`config.mk`:
```
export PLATFORM = sky130hd
export DESIGN_NAME = utf8_overlong_packet_filter_flat
export DESIGN_NICKNAME = d
export VERILOG_FILES = /design/src/rtl/uopf_pkg.sv /design/src/rtl/uopf_if.sv /design/src/rtl/uopf_check.sv /design/src/rtl/utf8_overlong_packet_filter.sv /design/src/flat_wrapper.sv
export SDC_FILE = /design/constraint.sdc
export NUM_CORES = 1
export LEC_CHECK = 0
export BUFFER_PORTS_ARGS = -buffer_cell sky130_fd_sc_hd__buf_2
export CELL_PAD_IN_SITES_DETAIL_PLACEMENT = 0
export CELL_PAD_IN_SITES_GLOBAL_PLACEMENT = 1
export CORE_UTILIZATION = 47
export CTS_CLUSTER_SIZE = 8
export DETAILED_ROUTE_END_ITERATION = 8
export PLACE_DENSITY_LB_ADDON = 0.15
export SYNTH_ARGS = -nofsm -noshare
export SYNTH_HDL_FRONTEND = slang
export SYNTH_SLANG_ARGS = --single-unit
```
`constraint.sdc`:
```
create_clock -name clk -period 3.7 [get_ports clk]
set_input_delay 0.37 -clock clk [delete_from_list [all_inputs] [get_ports clk]]
set_output_delay 0.37 -clock clk [all_outputs]
set_load 0.02 [all_outputs]
```
`src/rtl/uopf_pkg.sv`:
```
// shared types and constants of the utf-8 overlong packet filter
`default_nettype none

package uopf_pkg;

	// width of the saturating per-packet byte counter
	localparam int COUNT_BITS = 8;
	localparam int SKIP_BITS  = 8;
	// compare width that holds both the count and the header skip
	localparam int CMP_BITS   = (COUNT_BITS > SKIP_BITS) ? COUNT_BITS : SKIP_BITS;

	localparam int BYTE_BITS   = 8;
	localparam int REASON_BITS = 3;

	// configuration port
	localparam int CFG_INDEX_BITS = 1;
	localparam int CFG_DATA_BITS  = 8;

	localparam logic [CFG_INDEX_BITS-1:0] CFG_HEADER_SKIP       = 1'd0;
	localparam logic [CFG_INDEX_BITS-1:0] CFG_DROP_ON_TRUNCATED = 1'd1;

	localparam logic [SKIP_BITS-1:0] HEADER_SKIP_RESET       = 8'd1;
	localparam logic                 DROP_ON_TRUNCATED_RESET = 1'b1;

	// lead bytes and continuation prefixes
	localparam logic [BYTE_BITS-1:0] BYTE_C0 = 8'hC0;
	localparam logic [BYTE_BITS-1:0] BYTE_C1 = 8'hC1;
	localparam logic [BYTE_BITS-1:0] BYTE_E0 = 8'hE0;
	localparam logic [BYTE_BITS-1:0] BYTE_F0 = 8'hF0;
	// E0 overlong second byte is 80..9F, F0 overlong second byte is 80..8F
	localparam logic [2:0] E0_LOW_PREFIX = 3'b100;
	localparam logic [3:0] F0_LOW_PREFIX = 4'b1000;

	typedef enum logic [1:0] {
		LEAD_NONE = 2'd0,
		LEAD_E0   = 2'd1,
		LEAD_F0   = 2'd2
	} lead_t;

	typedef enum logic [REASON_BITS-1:0] {
		REASON_CLEAN = 3'd0,
		REASON_TWO   = 3'd1,
		REASON_THREE = 3'd2,
		REASON_FOUR  = 3'd3,
		REASON_TRUNC = 3'd4
	} reason_t;

	// per-packet scan state
	typedef struct packed {
		logic [COUNT_BITS-1:0] count;
		lead_t                 lead;
		logic                  bad;
		reason_t               why;
	} scan_state_t;

	// configuration seen by the checker
	typedef struct packed {
		logic [SKIP_BITS-1:0] header_skip;
		logic                 drop_on_truncated;
	} filter_cfg_t;

	// verdict produced for a last byte
	typedef struct packed {
		logic    forward;
		reason_t reason;
	} verdict_t;

endpackage

`default_nettype wire

```
`src/rtl/uopf_if.sv`:
```
// channel interfaces of the utf-8 overlong packet filter
`default_nettype none

interface uopf_byte_if import uopf_pkg::*; ();
	logic                 valid;
	logic                 ready;
	logic [BYTE_BITS-1:0] data_byte;
	logic                 last_byte;

	modport source (output valid, output data_byte, output last_byte, input ready);
	modport sink   (input valid, input data_byte, input last_byte, output ready);
endinterface

interface uopf_verdict_if import uopf_pkg::*; ();
	logic                   valid;
	logic                   ready;
	logic                   forward;
	logic [REASON_BITS-1:0] reason;

	modport source (output valid, output forward, output reason, input ready);
	modport sink   (input valid, input forward, input reason, output ready);
endinterface

interface uopf_cfg_if import uopf_pkg::*; ();
	logic                      valid;
	logic                      ready;
	logic [CFG_INDEX_BITS-1:0] index;
	logic [CFG_DATA_BITS-1:0]  data;

	modport source (output valid, output index, output data, input ready);
	modport sink   (input valid, input index, input data, output ready);
endinterface

`default_nettype wire

```
`src/rtl/uopf_check.sv`:
```
// per-byte overlong check: next scan state and verdict for one byte
`default_nettype none

module uopf_check import uopf_pkg::*; (
	input  scan_state_t          cur,
	input  filter_cfg_t          cfg,
	input  logic [BYTE_BITS-1:0] data_byte,
	input  logic                 last_byte,
	output scan_state_t          nxt,
	output verdict_t             verdict
);

	logic                checked;
	logic [CMP_BITS-1:0] pos_ext;
	logic [CMP_BITS-1:0] skip_ext;
	scan_state_t         scan;

	assign pos_ext  = CMP_BITS'(cur.count);
	assign skip_ext = CMP_BITS'(cfg.header_skip);
	assign checked  = !cur.bad && (pos_ext >= skip_ext);

	always_comb begin
		scan       = cur;
		scan.count = (&cur.count) ? cur.count : cur.count + 1'b1;
		if (checked) begin
			scan.lead = LEAD_NONE;
			priority if (cur.lead == LEAD_E0 && data_byte[7:5] == E0_LOW_PREFIX) begin
				scan.bad = 1'b1;
				scan.why = REASON_THREE;
			end else if (cur.lead == LEAD_F0 && data_byte[7:4] == F0_LOW_PREFIX) begin
				scan.bad = 1'b1;
				scan.why = REASON_FOUR;
			end else if (data_byte == BYTE_C0 || data_byte == BYTE_C1) begin
				scan.bad = 1'b1;
				scan.why = REASON_TWO;
			end else if (data_byte == BYTE_E0) begin
				scan.lead = LEAD_E0;
			end else if (data_byte == BYTE_F0) begin
				scan.lead = LEAD_F0;
			end else begin
				// any other byte leaves no lead pending
				scan.lead = LEAD_NONE;
			end
		end
	end

	always_comb begin
		priority if (scan.bad) begin
			verdict.forward = 1'b0;
			verdict.reason  = scan.why;
		end else if (scan.lead != LEAD_NONE && cfg.drop_on_truncated) begin
			verdict.forward = 1'b0;
			verdict.reason  = REASON_TRUNC;
		end else begin
			verdict.forward = 1'b1;
			verdict.reason  = REASON_CLEAN;
		end
	end

	// a last byte closes the packet and clears the scan state
	always_comb begin
		if (last_byte) begin
			nxt = '{count: '0, lead: LEAD_NONE, bad: 1'b0, why: REASON_CLEAN};
		end else begin
			nxt = scan;
		end
	end

endmodule

`default_nettype wire

```
`src/rtl/utf8_overlong_packet_filter.sv`:
```
// top level of the utf-8 overlong packet filter
// a last byte's verdict passes through the input stage, then the result register, before it is valid
// throughput: one byte per cycle (single input stage and result register) unless a last byte is held back
// the byte stage advances unless it holds a last byte and the result register is full and not being taken
// reset: arst_n clears scan state, the input stage valid and the result register valid at once
// reset sets header_skip to 1 and drop_on_truncated to 1
`default_nettype none

module utf8_overlong_packet_filter import uopf_pkg::*; (
	input  logic          clk,
	input  logic          arst_n,
	uopf_cfg_if.sink      cfg,
	uopf_byte_if.sink     bytes,
	uopf_verdict_if.source verdict
);

	// configuration registers
	filter_cfg_t cfg_q;

	// input stage
	logic                 valid_s1;
	logic [BYTE_BITS-1:0] data_s1;
	logic                 last_s1;

	// scan state carried between bytes of a packet
	scan_state_t state_q;
	scan_state_t state_nxt;
	verdict_t    verdict_nxt;

	// result register
	logic     out_valid_q;
	verdict_t out_q;

	logic advance;

	// configuration writes are always taken
	assign cfg.ready = 1'b1;

	always_ff @(posedge clk or negedge arst_n) begin
		if (!arst_n) begin
			cfg_q.header_skip       <= HEADER_SKIP_RESET;
			cfg_q.drop_on_truncated <= DROP_ON_TRUNCATED_RESET;
		end else if (cfg.valid) begin
			unique case (cfg.index)
				CFG_HEADER_SKIP:       cfg_q.header_skip <= cfg.data;
				CFG_DROP_ON_TRUNCATED: cfg_q.drop_on_truncated <= cfg.data[0];
				default: ;
			endcase
		end
	end

	// the staged byte moves on unless it is a last byte facing a full result register that is not being taken
	assign advance     = valid_s1 && (!last_s1 || !out_valid_q || verdict.ready);
	assign bytes.ready = !valid_s1 || advance;

	always_ff @(posedge clk or negedge arst_n) begin
		if (!arst_n) begin
			valid_s1 <= 1'b0;
		end else if (bytes.ready) begin
			valid_s1 <= bytes.valid;
		end
	end

	always_ff @(posedge clk) begin
		if (bytes.ready && bytes.valid) begin
			data_s1 <= bytes.data_byte;
			last_s1 <= bytes.last_byte;
		end
	end

	uopf_check u_check (
		.cur       (state_q),
		.cfg       (cfg_q),
		.data_byte (data_s1),
		.last_byte (last_s1),
		.nxt       (state_nxt),
		.verdict   (verdict_nxt)
	);

	always_ff @(posedge clk or negedge arst_n) begin
		if (!arst_n) begin
			state_q <= '{count: '0, lead: LEAD_NONE, bad: 1'b0, why: REASON_CLEAN};
		end else if (advance) begin
			state_q <= state_nxt;
		end
	end

	// result register: loaded by a last byte, emptied by the downstream transaction
	always_ff @(posedge clk or negedge arst_n) begin
		if (!arst_n) begin
			out_valid_q <= 1'b0;
		end else if (advance && last_s1) begin
			out_valid_q <= 1'b1;
		end else if (verdict.ready) begin
			out_valid_q <= 1'b0;
		end
	end

	always_ff @(posedge clk) begin
		if (advance && last_s1) begin
			out_q <= verdict_nxt;
		end
	end

	assign verdict.valid   = out_valid_q;
	assign verdict.forward = out_q.forward;
	assign verdict.reason  = out_q.reason;

	// a found offence leaves no lead pending
	a_bad_no_lead: assert property (@(posedge clk) disable iff (!arst_n)
		state_q.bad |-> state_q.lead == LEAD_NONE)
		else $error("lead pending after offence");

	// a forwarded packet always reports clean
	a_forward_clean: assert property (@(posedge clk) disable iff (!arst_n)
		out_valid_q && out_q.forward |-> out_q.reason == REASON_CLEAN)
		else $error("forwarded packet with nonzero reason");

	// a dropped packet always carries a reason
	a_drop_reason: assert property (@(posedge clk) disable iff (!arst_n)
		out_valid_q && !out_q.forward |->
			(out_q.reason == REASON_TWO || out_q.reason == REASON_THREE ||
			 out_q.reason == REASON_FOUR || out_q.reason == REASON_TRUNC))
		else $error("dropped packet without valid reason");

	// closing a packet clears its scan state and fills the result register
	a_close_clears: assert property (@(posedge clk) disable iff (!arst_n)
		advance && last_s1 |=> state_q.count == '0 && !state_q.bad && out_valid_q)
		else $error("packet state not cleared on last byte");

	// a full result register that is not taken blocks a staged last byte
	a_no_overwrite: assert property (@(posedge clk) disable iff (!arst_n)
		out_valid_q && !verdict.ready && valid_s1 && last_s1 |-> !advance)
		else $error("result register overwritten");

endmodule

`default_nettype wire
```
`src/flat_wrapper.sv`:
```
// flat-port wrapper written by rule: the top's interface ports become plain ports
module utf8_overlong_packet_filter_flat import uopf_pkg::*;
  (clk, arst_n, cfg_valid, cfg_index, cfg_data, cfg_ready, bytes_valid, bytes_data_byte, bytes_last_byte, bytes_ready, verdict_valid, verdict_forward, verdict_reason, verdict_ready);
  uopf_cfg_if cfg_i ();
  uopf_byte_if bytes_i ();
  uopf_verdict_if verdict_i ();
  input  logic clk;
  input  logic arst_n;
  input wire logic [$bits(cfg_i.valid)-1:0] cfg_valid;
  input wire logic [$bits(cfg_i.index)-1:0] cfg_index;
  input wire logic [$bits(cfg_i.data)-1:0] cfg_data;
  output wire logic [$bits(cfg_i.ready)-1:0] cfg_ready;
  input wire logic [$bits(bytes_i.valid)-1:0] bytes_valid;
  input wire logic [$bits(bytes_i.data_byte)-1:0] bytes_data_byte;
  input wire logic [$bits(bytes_i.last_byte)-1:0] bytes_last_byte;
  output wire logic [$bits(bytes_i.ready)-1:0] bytes_ready;
  output wire logic [$bits(verdict_i.valid)-1:0] verdict_valid;
  output wire logic [$bits(verdict_i.forward)-1:0] verdict_forward;
  output wire logic [$bits(verdict_i.reason)-1:0] verdict_reason;
  input wire logic [$bits(verdict_i.ready)-1:0] verdict_ready;
  assign cfg_i.valid = cfg_valid;
  assign cfg_i.index = cfg_index;
  assign cfg_i.data = cfg_data;
  assign cfg_ready = cfg_i.ready;
  assign bytes_i.valid = bytes_valid;
  assign bytes_i.data_byte = bytes_data_byte;
  assign bytes_i.last_byte = bytes_last_byte;
  assign bytes_ready = bytes_i.ready;
  assign verdict_valid = verdict_i.valid;
  assign verdict_forward = verdict_i.forward;
  assign verdict_reason = verdict_i.reason;
  assign verdict_i.ready = verdict_ready;
  utf8_overlong_packet_filter u_core (.clk(clk), .arst_n(arst_n), .cfg(cfg_i), .bytes(bytes_i), .verdict(verdict_i));
endmodule
```
==> flow_summary.yaml <==
status:
  status: "completed"
placement:
  place_congestion: 0.890
  port_buffers: 28
  hpwlAfterDp_um: 2770
cts:
  cts-root-buf: "clkbuf_8"
  cts_tree: "done"
  htree_levels: 2
  cts_sinks: 38
  clk_pin_slew_ps: 70
  hold_buffers: 0
  postCtsSetupBuffers: 0
  cts_resized: 0
  clk-insertion-delay-late_ps: 290
  cts_buffer_depth: 2
  cts_buffers: 5
sta:
  fin_crit_ps: 2240
  setup_viol_count_final: 0
  hold_viol_final: 0
  fmax_mhz: 446
  setup_tns_ps: 0
  fin_skew_ps: 6.43
  slew_viol_final: 0
  slew_headroom: 0.454
  tightest_slew_ps: 817
  fin_crit_sh: 0.606
  rsz0062_at_grt: "no"
global_route:
  grt_max_degree: 26
  antenna_found_initial: 0
  grt_overflow_total: 0
  grt_pass1_wl_um: 6230
  first_global_vias: 1399
  track_usage: 0.193
final_layout:
  drive_gt1_frac: 0.226
  final_util: 0.556
  final_nets: 239
  antenna_cells: 0
  area_growth_pct: 14.4
routing:
  drt_iter0_markers: 58
  drt_wl_total_um: 3650
  viasPerCell: 5.45
  via_count: 1405
  firstDrtPassIters: 4
  ant_nets: 0
  wl_per_cell_um: 14.1
  drc: 0
worst_setup_path:
  cp-end-kind: "flip-flop"
  worstPathRequired_ps: 3740
  cp_slowest_cell: "a2111oi_4"
  path_cells: "inv_1 > ha_1 > nand2b_4 > a2111oi_4 > o32a_2 > mux2i_1 > a21oi_1"
  cp-start-kind: "flip-flop"
  path_class: "flip-flop to flip-flop"
  max_stage_delay_ps: 450
  worst-path-max-fanout: 5
  crit_arrival_ps: 2280
  r2r_cells: 7
floorplanning:
  chipWidth_um: 66.3
  core_sq_mm: 0.00400
  die_y_um: 66.3
  rows: 23
  start_util: 0.486
  die_area_sq_mm: 0.00440
  pin_count: 30
yosys:
  synth_edf_count: 13
  syn-num-nets: 208
  netlist-cell-type-count: 48
  ys.flop_type: "dfrtp_1"
  synth.avg_cell_area_sq_um: 11.0
  synth_area_sq_mm: 0.00194
  postSynth.asyncResetShare: 0.658
  yosys_warnings: 0
  synth-seq-cells: 38
  synthCells: 176
  yosysSeqAreaShare: 0.524
min_path:
  hp-class: "input port to asynchronous set/reset pin"
run:
  drv_cap: 0
pwr:
  vdd_drop_max_uv: 237
  p_per_area_mw_per_mm2: 434
  leakage_uw: 0.000964
## registers in the layout, summed over array words and instances (netlist names)
register and count:
u_core.data_s1 8, u_core.verdict.valid 1, u_core.last_s1 1, u_core.state_q 14, u_core.verdict.forward 1, u_core.verdict.reason 3
u_core.valid_s1 1, u_core.cfg_q 9
## where the power goes
part | internal (uW) | switching [uW]
Sequential | 471 | 23.7
Clock | 174 | 144
Combinational | 67.4 | 84.3
## cells by family after synthesis
group	share of synthesized area
xor gates and xnor gates	0.0135
buffers and inverters	0.0373
and+or+nand+nor	0.176
DFF	0.524
muxes	0.0322
AOI/OAI and AO/OA	0.158
other	0.00193
adders and majority gates	0.0579
## worst max-delay path, delay by kind of cell, from the launching register on
kind,cells,cell delay [ps]
AOI/OAI and AO/OA,3,820
DFF,1,420
adders and majority gates,1,290
muxes,1,250
and+or+nand+nor,1,150
buffers and inverters,1,60
## cell usage in the layout, fill, tap and decap left out, types with 2 or more instances in the layout
cell type / Yosys / routed
o21ai_0: 15 / 15
a21o_1: 2 / 2
buf_2: 1 / 28
ha_1: 9 / 9
a31oi_1: 2 / 2
a22o_1: 2 / 2
clkbuf_8: 0 / 5
dfstp_2: 2 / 2
xnor2_1: 3 / 3
mux2i_1: 4 / 4
nand2b_1: 5 / 5
or3_1: 2 / 2
mux2_2: 2 / 2
nor2b_1: 2 / 2
o21a_1: 2 / 2
nor3_1: 7 / 7
dfrtp_1: 23 / 23
a21oi_1: 5 / 5
nand3_1: 3 / 3
and2_1: 2 / 2
nand2_1: 19 / 19
nand4b_1: 3 / 3
nor2_1: 11 / 11
edfxtp_1: 13 / 13
nor4b_1: 2 / 2
inv_1: 12 / 12
## layer usage
layer	global-route usage	up-vias	wire [um]
li1	-	696	-
met1	0.255	669	1780
met2	0.300	33	1670
met3	0.0414	7	141
met4	0.0904	0	61
met5	0	-	0
## worst paths after layout
kind | startpoint | end | slack [ps]
min | arst_n | u_core.state_q[3]$_DFFE_PN0P_ | 70
min reg2reg | u_core.state_q[2]$_DFFE_PN0P_ | u_core.state_q[2]$_DFFE_PN0P_ | 530
max | u_core.state_q[6]$_DFFE_PN0P_ | u_core.verdict.forward$_SDFFCE_PP0P_ | 1460
min in group clk | bytes_data_byte[1] | u_core.data_s1[1]$_DFFE_PP_ | 250
max reg2reg | u_core.state_q[6]$_DFFE_PN0P_ | u_core.verdict.forward$_SDFFCE_PP0P_ | 1460
max in group asynchronous | arst_n | u_core.state_q[1]$_DFFE_PN0P_ | 3240
## cell type report
type                       instances  area, sq um
timing repair buffer              28          140
tap                               50         62.6
clock inverter                     1         7.51
multi-input combinational        122          853
inverter                          12         45.0
clock buffer                       7         97.6
sequential                        38         1020
fill                             365         1780
## synth_stat cells, types with 3 or more instances
master	n	share of area
xnor2_1	3	0.014
edfxtp_1	13	0.20
ha_1	9	0.058
a21oi_1	5	0.013
nor2_1	11	0.021
nand4b_1	3	0.014
nand2b_1	5	0.016
nand3_1	3	0.0077
o21ai_0	15	0.039
nand2_1	19	0.037
dfrtp_1	23	0.30
mux2i_1	4	0.021
nor3_1	7	0.018
inv_1	12	0.023
## stage by stage
stage	cells	cell area [sq um]	setup WS (ps)	hold slack [ps]	power, uW
after floorplan	176	1940	1620	74.4	610
after global placement	250	2120	1560	396	649
after detailed placement	250	2120	1460	401	657
after CTS	258	2220	1440	84.1	973
after global routing	258	2220	1310	115	1010
final	258	2220	1460	73.3	964
No activity file was read; power rests on OpenSTA's default activity.
